===== config.mk =====
export PLATFORM = sky130hd
export DESIGN_NAME = mvn_ctrl
export DESIGN_NICKNAME = d
export VERILOG_FILES = /design/src/hw/rtl/mvn_pkg.sv /design/src/hw/rtl/mvn_ctrl.sv
export SDC_FILE = /design/constraint.sdc
export NUM_CORES = 1
export LEC_CHECK = 0
export BUFFER_PORTS_ARGS = -buffer_cell sky130_fd_sc_hd__buf_2
export CORE_MARGIN = 2
export CORE_UTILIZATION = 53
export CTS_BUF_LIST = sky130_fd_sc_hd__clkbuf_8
export CTS_CLUSTER_DIAMETER = 100
export DETAILED_ROUTE_END_ITERATION = 8
export PLACE_DENSITY = 0.82
export SLEW_MARGIN = 20
export SYNTH_ARGS = -nofsm -noshare
export SYNTH_HDL_FRONTEND = slang
export SYNTH_SLANG_ARGS = --single-unit
export TNS_END_PERCENT = 1

===== constraint.sdc =====
create_clock -name clock -period 2.1 [get_ports clock]
set_input_delay 0.21 -clock clock [delete_from_list [all_inputs] [get_ports clock]]
set_output_delay 0.21 -clock clock [all_outputs]
set_load 0.005 [all_outputs]

===== src/hw/rtl/mvn_pkg.sv =====
// Package with the widths, codes and control structs of the vertex normal block.
package mvn_pkg;

   localparam int CRD_W  = 16;  // coordinate field width
   localparam int DIF_W  = 17;  // coordinate difference width
   localparam int MUL_W  = 31;  // signed multiplier operand width
   localparam int PRD_W  = 62;  // multiplier product width
   localparam int VEC_W  = 36;  // cross product / magnitude width
   localparam int NORM_W = 30;  // the largest magnitude is normalized to [2^29, 2^30)
   localparam int SQ_W   = 62;  // sum of squares width
   localparam int ROOT_W = 31;  // square root width
   localparam int NUM_W  = 48;  // dividend width
   localparam int QUO_W  = 19;  // quotient width
   localparam int SUM_W  = 24;  // accumulator width
   localparam int OUT_W  = 16;  // output component width
   localparam int FLAT_W = 5;   // flat triangle counter width

   // Coordinates are read as two's complement values of this many bits.
   localparam int COORD_BITS = 16;

   localparam int FRAC_TRI = 16;  // Q2.16 triangle normals
   localparam int FRAC_OUT = 15;  // Q1.15 output normal

   localparam logic signed [SUM_W:0] SUM_HI = (SUM_W + 1)'((1 << (SUM_W - 1)) - 1);
   localparam logic signed [SUM_W:0] SUM_LO = -(SUM_W + 1)'(1 << (SUM_W - 1));
   localparam logic signed [QUO_W:0] OUT_HI = (QUO_W + 1)'((1 << (OUT_W - 1)) - 1);
   localparam logic signed [QUO_W:0] OUT_LO = -(QUO_W + 1)'(1 << (OUT_W - 1));

   // Operand pair selected for the shared multiplier.
   typedef enum logic [3:0] {
      MUL_X_A, MUL_X_B, MUL_Y_A, MUL_Y_B, MUL_Z_A, MUL_Z_B,
      MUL_SQ_X, MUL_SQ_Y, MUL_SQ_Z
   } mul_sel_type;

   // Which neighbor pair forms the current triangle.
   typedef enum logic {
      PAIR_PREV,   // (previous neighbor, current neighbor)
      PAIR_CLOSE   // (current neighbor, first neighbor)
   } pair_type;

   // Commands from the controller to the datapath.
   typedef struct packed {
      logic        load_item;
      pair_type    pair;
      logic        load_diff;
      logic        mul_en;
      mul_sel_type mul_sel;
      logic        abs_en;
      logic        abs_sum;
      logic        norm_en;
      logic        sqrt_start;
      logic        div_start;
      logic [1:0]  div_idx;
      logic        frac_out;
      logic        sum_update;
      logic        flat_inc;
      logic        adv_ring;
      logic        first_en;
      logic        out_load;
      logic        clear_ring;
   } cmd_type;

   // Status from the datapath to the controller.
   typedef struct packed {
      logic mag_zero;
      logic norm_done;
      logic sqrt_done;
      logic div_done;
   } status_type;

endpackage


===== src/hw/rtl/mvn_ctrl.sv =====
// Controller: sequences cross product, normalization, root and divisions per triangle; the sum skips the cross product.
module mvn_ctrl import mvn_pkg::*; (
   input  logic       clock,
   input  logic       reset,
   input  logic       req_valid,
   input  logic       req_last,
   output logic       req_ready,
   output logic       rsp_valid,
   input  logic       rsp_ready,
   input  status_type status,
   output cmd_type    cmd
);

   typedef enum logic [3:0] {
      S_IDLE, S_DIFF, S_MUL, S_MUL_DRAIN, S_ABS, S_NORM, S_SQ, S_SQ_DRAIN,
      S_SQRT, S_SQRT_WAIT, S_DIV, S_DIV_WAIT, S_COMMIT, S_TRI_END, S_ADV, S_OUT
   } state_type;

   state_type   state_ff, state_in;
   logic [2:0]  idx_ff, idx_in;
   pair_type    pair_ff, pair_in;
   logic        sum_phase_ff, sum_phase_in;
   logic        started_ff, started_in;
   logic        last_ff, last_in;
   logic        rsp_valid_ff, rsp_valid_in;
   logic        accept;

   assign req_ready = (state_ff == S_IDLE);
   assign accept    = req_valid && req_ready;
   assign rsp_valid = rsp_valid_ff;

   // Next state and command decode.
   always_comb begin
      state_in     = state_ff;
      idx_in       = idx_ff;
      pair_in      = pair_ff;
      sum_phase_in = sum_phase_ff;
      started_in   = started_ff;
      last_in      = last_ff;
      rsp_valid_in = rsp_valid_ff && !rsp_ready;
      cmd          = '0;
      cmd.pair     = pair_ff;
      cmd.abs_sum  = sum_phase_ff;
      cmd.frac_out = sum_phase_ff;
      cmd.div_idx  = idx_ff[1:0];
      cmd.mul_sel  = MUL_X_A;
      unique case (state_ff)
         S_IDLE: begin
            if (accept) begin
               cmd.load_item = 1'b1;
               last_in       = req_last;
               pair_in       = PAIR_PREV;
               state_in      = started_ff ? S_DIFF : S_ADV;
            end
         end
         S_DIFF: begin
            cmd.load_diff = 1'b1;
            idx_in        = '0;
            state_in      = S_MUL;
         end
         S_MUL: begin
            cmd.mul_en = 1'b1;
            unique case (idx_ff)
               3'd0:    cmd.mul_sel = MUL_X_A;
               3'd1:    cmd.mul_sel = MUL_X_B;
               3'd2:    cmd.mul_sel = MUL_Y_A;
               3'd3:    cmd.mul_sel = MUL_Y_B;
               3'd4:    cmd.mul_sel = MUL_Z_A;
               default: cmd.mul_sel = MUL_Z_B;
            endcase
            idx_in = idx_ff + 1'b1;
            if (idx_ff == 3'd5) state_in = S_MUL_DRAIN;
         end
         S_MUL_DRAIN: state_in = S_ABS;
         S_ABS: begin
            cmd.abs_en = 1'b1;
            state_in   = S_NORM;
         end
         S_NORM: begin
            if (status.mag_zero) begin
               if (sum_phase_ff) begin
                  state_in = S_OUT;
               end else begin
                  cmd.flat_inc = 1'b1;
                  state_in     = S_TRI_END;
               end
            end else if (status.norm_done) begin
               idx_in   = '0;
               state_in = S_SQ;
            end else begin
               cmd.norm_en = 1'b1;
            end
         end
         S_SQ: begin
            cmd.mul_en = 1'b1;
            unique case (idx_ff)
               3'd0:    cmd.mul_sel = MUL_SQ_X;
               3'd1:    cmd.mul_sel = MUL_SQ_Y;
               default: cmd.mul_sel = MUL_SQ_Z;
            endcase
            idx_in = idx_ff + 1'b1;
            if (idx_ff == 3'd2) state_in = S_SQ_DRAIN;
         end
         S_SQ_DRAIN: state_in = S_SQRT;
         S_SQRT: begin
            cmd.sqrt_start = 1'b1;
            state_in       = S_SQRT_WAIT;
         end
         S_SQRT_WAIT: begin
            if (status.sqrt_done) begin
               idx_in   = '0;
               state_in = S_DIV;
            end
         end
         S_DIV: begin
            cmd.div_start = 1'b1;
            state_in      = S_DIV_WAIT;
         end
         S_DIV_WAIT: begin
            if (status.div_done) begin
               idx_in   = idx_ff + 1'b1;
               state_in = (idx_ff == 3'd2) ? S_COMMIT : S_DIV;
            end
         end
         S_COMMIT: begin
            if (sum_phase_ff) begin
               state_in = S_OUT;
            end else begin
               cmd.sum_update = 1'b1;
               state_in       = S_TRI_END;
            end
         end
         S_TRI_END: begin
            if (pair_ff == PAIR_PREV) begin
               state_in = S_ADV;
            end else begin
               sum_phase_in = 1'b1;
               state_in     = S_ABS;
            end
         end
         S_ADV: begin
            cmd.adv_ring  = 1'b1;
            cmd.first_en  = !started_ff;
            started_in    = 1'b1;
            if (last_ff) begin
               pair_in  = PAIR_CLOSE;
               state_in = S_DIFF;
            end else begin
               state_in = S_IDLE;
            end
         end
         S_OUT: begin
            // Hold the result until the output register is free.
            if (!rsp_valid_ff) begin
               cmd.out_load   = 1'b1;
               cmd.clear_ring = 1'b1;
               rsp_valid_in   = 1'b1;
               started_in     = 1'b0;
               sum_phase_in   = 1'b0;
               state_in       = S_IDLE;
            end
         end
         default: state_in = S_IDLE;
      endcase
   end

   // State and registered outputs.
   always_ff @(posedge clock) begin
      if (reset) begin
         state_ff     <= S_IDLE;
         idx_ff       <= '0;
         pair_ff      <= PAIR_PREV;
         sum_phase_ff <= 1'b0;
         started_ff   <= 1'b0;
         last_ff      <= 1'b0;
         rsp_valid_ff <= 1'b0;
      end else begin
         state_ff     <= state_in;
         idx_ff       <= idx_in;
         pair_ff      <= pair_in;
         sum_phase_ff <= sum_phase_in;
         started_ff   <= started_in;
         last_ff      <= last_in;
         rsp_valid_ff <= rsp_valid_in;
      end
   end

endmodule


==> impl_metrics.ini <==
[sta]
slew_viol_final = 0
worst_pin_slew_ns = 0.413
fin_tns_setup_ns = 0
period_share_pct = 94.7
rsz0062_at_grt = false
hold_viol_final = 0
setup_viol = 0
min_period_ns = 1.99
max_slew_margin_pct = 71.7
fin_worst_skew_ns = 0.00375
whs_ns = 0.202
fmax_mhz = 503

[synthesis]
syn-num-nets = 166
syn_area_per_cell_um2 = 7.42
synth_compound_area_share_pct = 21.5
synth_cells = 151
yosys.cell_types.count = 47
synthAdderAreaFrac_pct = 6.70
synth_top_family_by_area = simple AND/OR/NAND/NOR gates
synthMuxAreaShare_pct = 3.24
ys_seq_area_share_pct = 21.4
synth_xor_area_share_pct = 0.781
synth-seq-cells = 12
synthSimpleGateAreaFrac_pct = 32.4
yosysWarnings = 0
synth_edf_count = 0
ys.flop_type = dfxtp_1
syn_area_um2 = 1120
postSynth.asyncResetShare_pct = 0

[routing]
wl_per_cell_um = 14.3
dr.pass1.iters = 5
route.detailed.drc = 0
wl_mm = 2.91
vias = 1199
route.antenna.remaining_nets = 0
drt-initial-drc-count = 54
post_drt_via_cell_ratio = 5.88

[global_route]
grt_overflow = 0
grt_max_degree = 14
grt_pass1_wl_mm = 4.58
antenna_found_initial = 0
grt_pass1_vias = 1029
grt_use_total_pct = 22.8

[clock_network]
cts_setup_buffers = 0
insertion_delay_ns = 0.24
numCtsBuffers = 3
cts_max_path_buffers = 2
htree_levels = 1
clk_pin_slew_ns = 0.06
cts_tree = built
cts_root_buf = clkbuf_8
cts_sinks = 12

[critical_path]
critPathRequiredTime_ns = 1.89
rr_worst_depth = 7
start_kind = register
end_kind = output pin
cp_data_arrival_time_ns = 1.78
path_class = reg -> out
crit_fanout = 6

[worst_hold_path]
whs_path_depth = 3
hold_path_class = in -> reg

[power_and_ir_drop]
power_density_nw_per_um2 = 1280
irDropWorstVdd_v = 0.00106
p_leak_nw = 0.623

[layout]
final_common_cell = buf_2
drive_above_1_share_pct = 34.5
fin_nets = 193
n_antenna_cell = 0
most-common-layout-cells = 32 x buf_2, 17 x nor2_1, 14 x nand2_1
area_growth_pct = 19.5

[floorplanning]
rows = 16
start_util_pct = 56.6
core_area_um2 = 1980
ios = 33
die_x_um = 50.0
dieArea_um2 = 2500
dieHeight_um = 50.0

[placement]
place.gp.congestion = 0.940
io_buffers = 32
place_hpwl_mm = 2.07

[run_status]
status = complete, no violations

[run]
cap_violations = 0
==> through the flow <==
step / utilization, % / worst slack (ns) / instance area, um^2 / std cells / power [mW]
detailed placement: 63.2 / 0.174 / 1250 / 200 / 1.38
global route: 67.6 / 0.0261 / 1340 / 204 / 1.84
CTS: 66.3 / 0.0413 / 1310 / 204 / 1.65
global placement: 63.2 / 0.280 / 1250 / 200 / 1.35
floorplan: - / 0.401 / 1120 / 151 / 1.14
finish: 67.6 / 0.112 / 1340 / 204 / 1.72
==> cell type report <==
cell class	instances	area (um^2)
Clock buffer	4	55.1
Fill cell	161	642
Inverter	13	48.8
Multi-Input combinational cell	110	751
Sequential cell	12	246
Tap cell	27	33.8
Timing Repair Buffer	38	205
==> state kept, by name (all words and copies together) (netlist names) <==
register      count
rsp_valid         1
sum_phase_ff      1
pair_ff           1
idx_ff            3
state_ff          4
started_ff        1
last_ff           1
==> cell usage after synthesis, types with 2 or more instances <==
master     n  share of area [%]
nor2_1    18                6.0
nand2_1   14                4.7
dfxtp_1   12                 21
inv_1     12                4.0
a21oi_1   11                4.9
nor3_1     9                4.0
buf_4      8                5.4
ha_1       6                6.7
o21ai_1    6                2.7
clkbuf_1   4                1.3
nor2b_1    4                2.2
nand2b_1   3                1.7
o211ai_1   3                2.0
o21ai_0    3                1.3
a22o_1     2                1.6
a22oi_1    2                1.3
buf_2      2               0.89
buf_6      2                2.0
o31ai_1    2                1.3
==> final timing paths <==
| path | start | end | slack [ns] |
|---|---|---|---|
| max reg2reg | idx_ff[0] | state_ff[2] | 0.13 |
| min reg2reg | last_ff | last_ff | 0.47 |
| max | idx_ff[0] | cmd[16] | 0.11 |
| min | req_last | last_ff | 0.20 |
==> layer usage <==
| layer | share of wire (%) | wire [um] | global-route usage (%) | up-vias |
|---|---|---|---|---|
| met5 | 0 | 0 | 0 | - |
| li1 | - | - | - | 583 |
| met3 | 8.0 | 232 | 4.55 | 4 |
| met1 | 43 | 1260 | 30.6 | 552 |
| met2 | 48 | 1400 | 37.9 | 60 |
| met4 | 0.65 | 19 | 3.70 | 0 |
==> timing repair <==
action                     CTS  global route
setup endpoints to repair    3             3
resized for setup            3             8
hold buffers                 0             0
==> critical path: stages, from the launching register on <==
cell and delay [ns]:
dfxtp_4 0.37, inv_2 0.06, ha_1 0.21, or4_4 0.53, o21ai_4 0.08, o21ai_1 0.08, o31ai_1 0.07, buf_2 0.15
==> report_power, final <==
| part | switching [mW] | internal [mW] | total [mW] |
|---|---|---|---|
| Clock | 0.0850 | 0.166 | 0.251 |
| Combinational | 0.593 | 0.465 | 1.06 |
| Sequential | 0.122 | 0.286 | 0.407 |
| Total | 0.799 | 0.916 | 1.72 |
==> kinds of logic after synthesis <==
| group | after synthesis |
|---|---|
| buffers and inverters | 29 |
| muxes | 3 |
| AOI/OAI and AO/OA | 37 |
| xor gates and xnor gates | 1 |
| and+or+nand+nor | 63 |
| adders and majority gates | 6 |
| DFF | 12 |
Power figures use the tool's default switching activity.
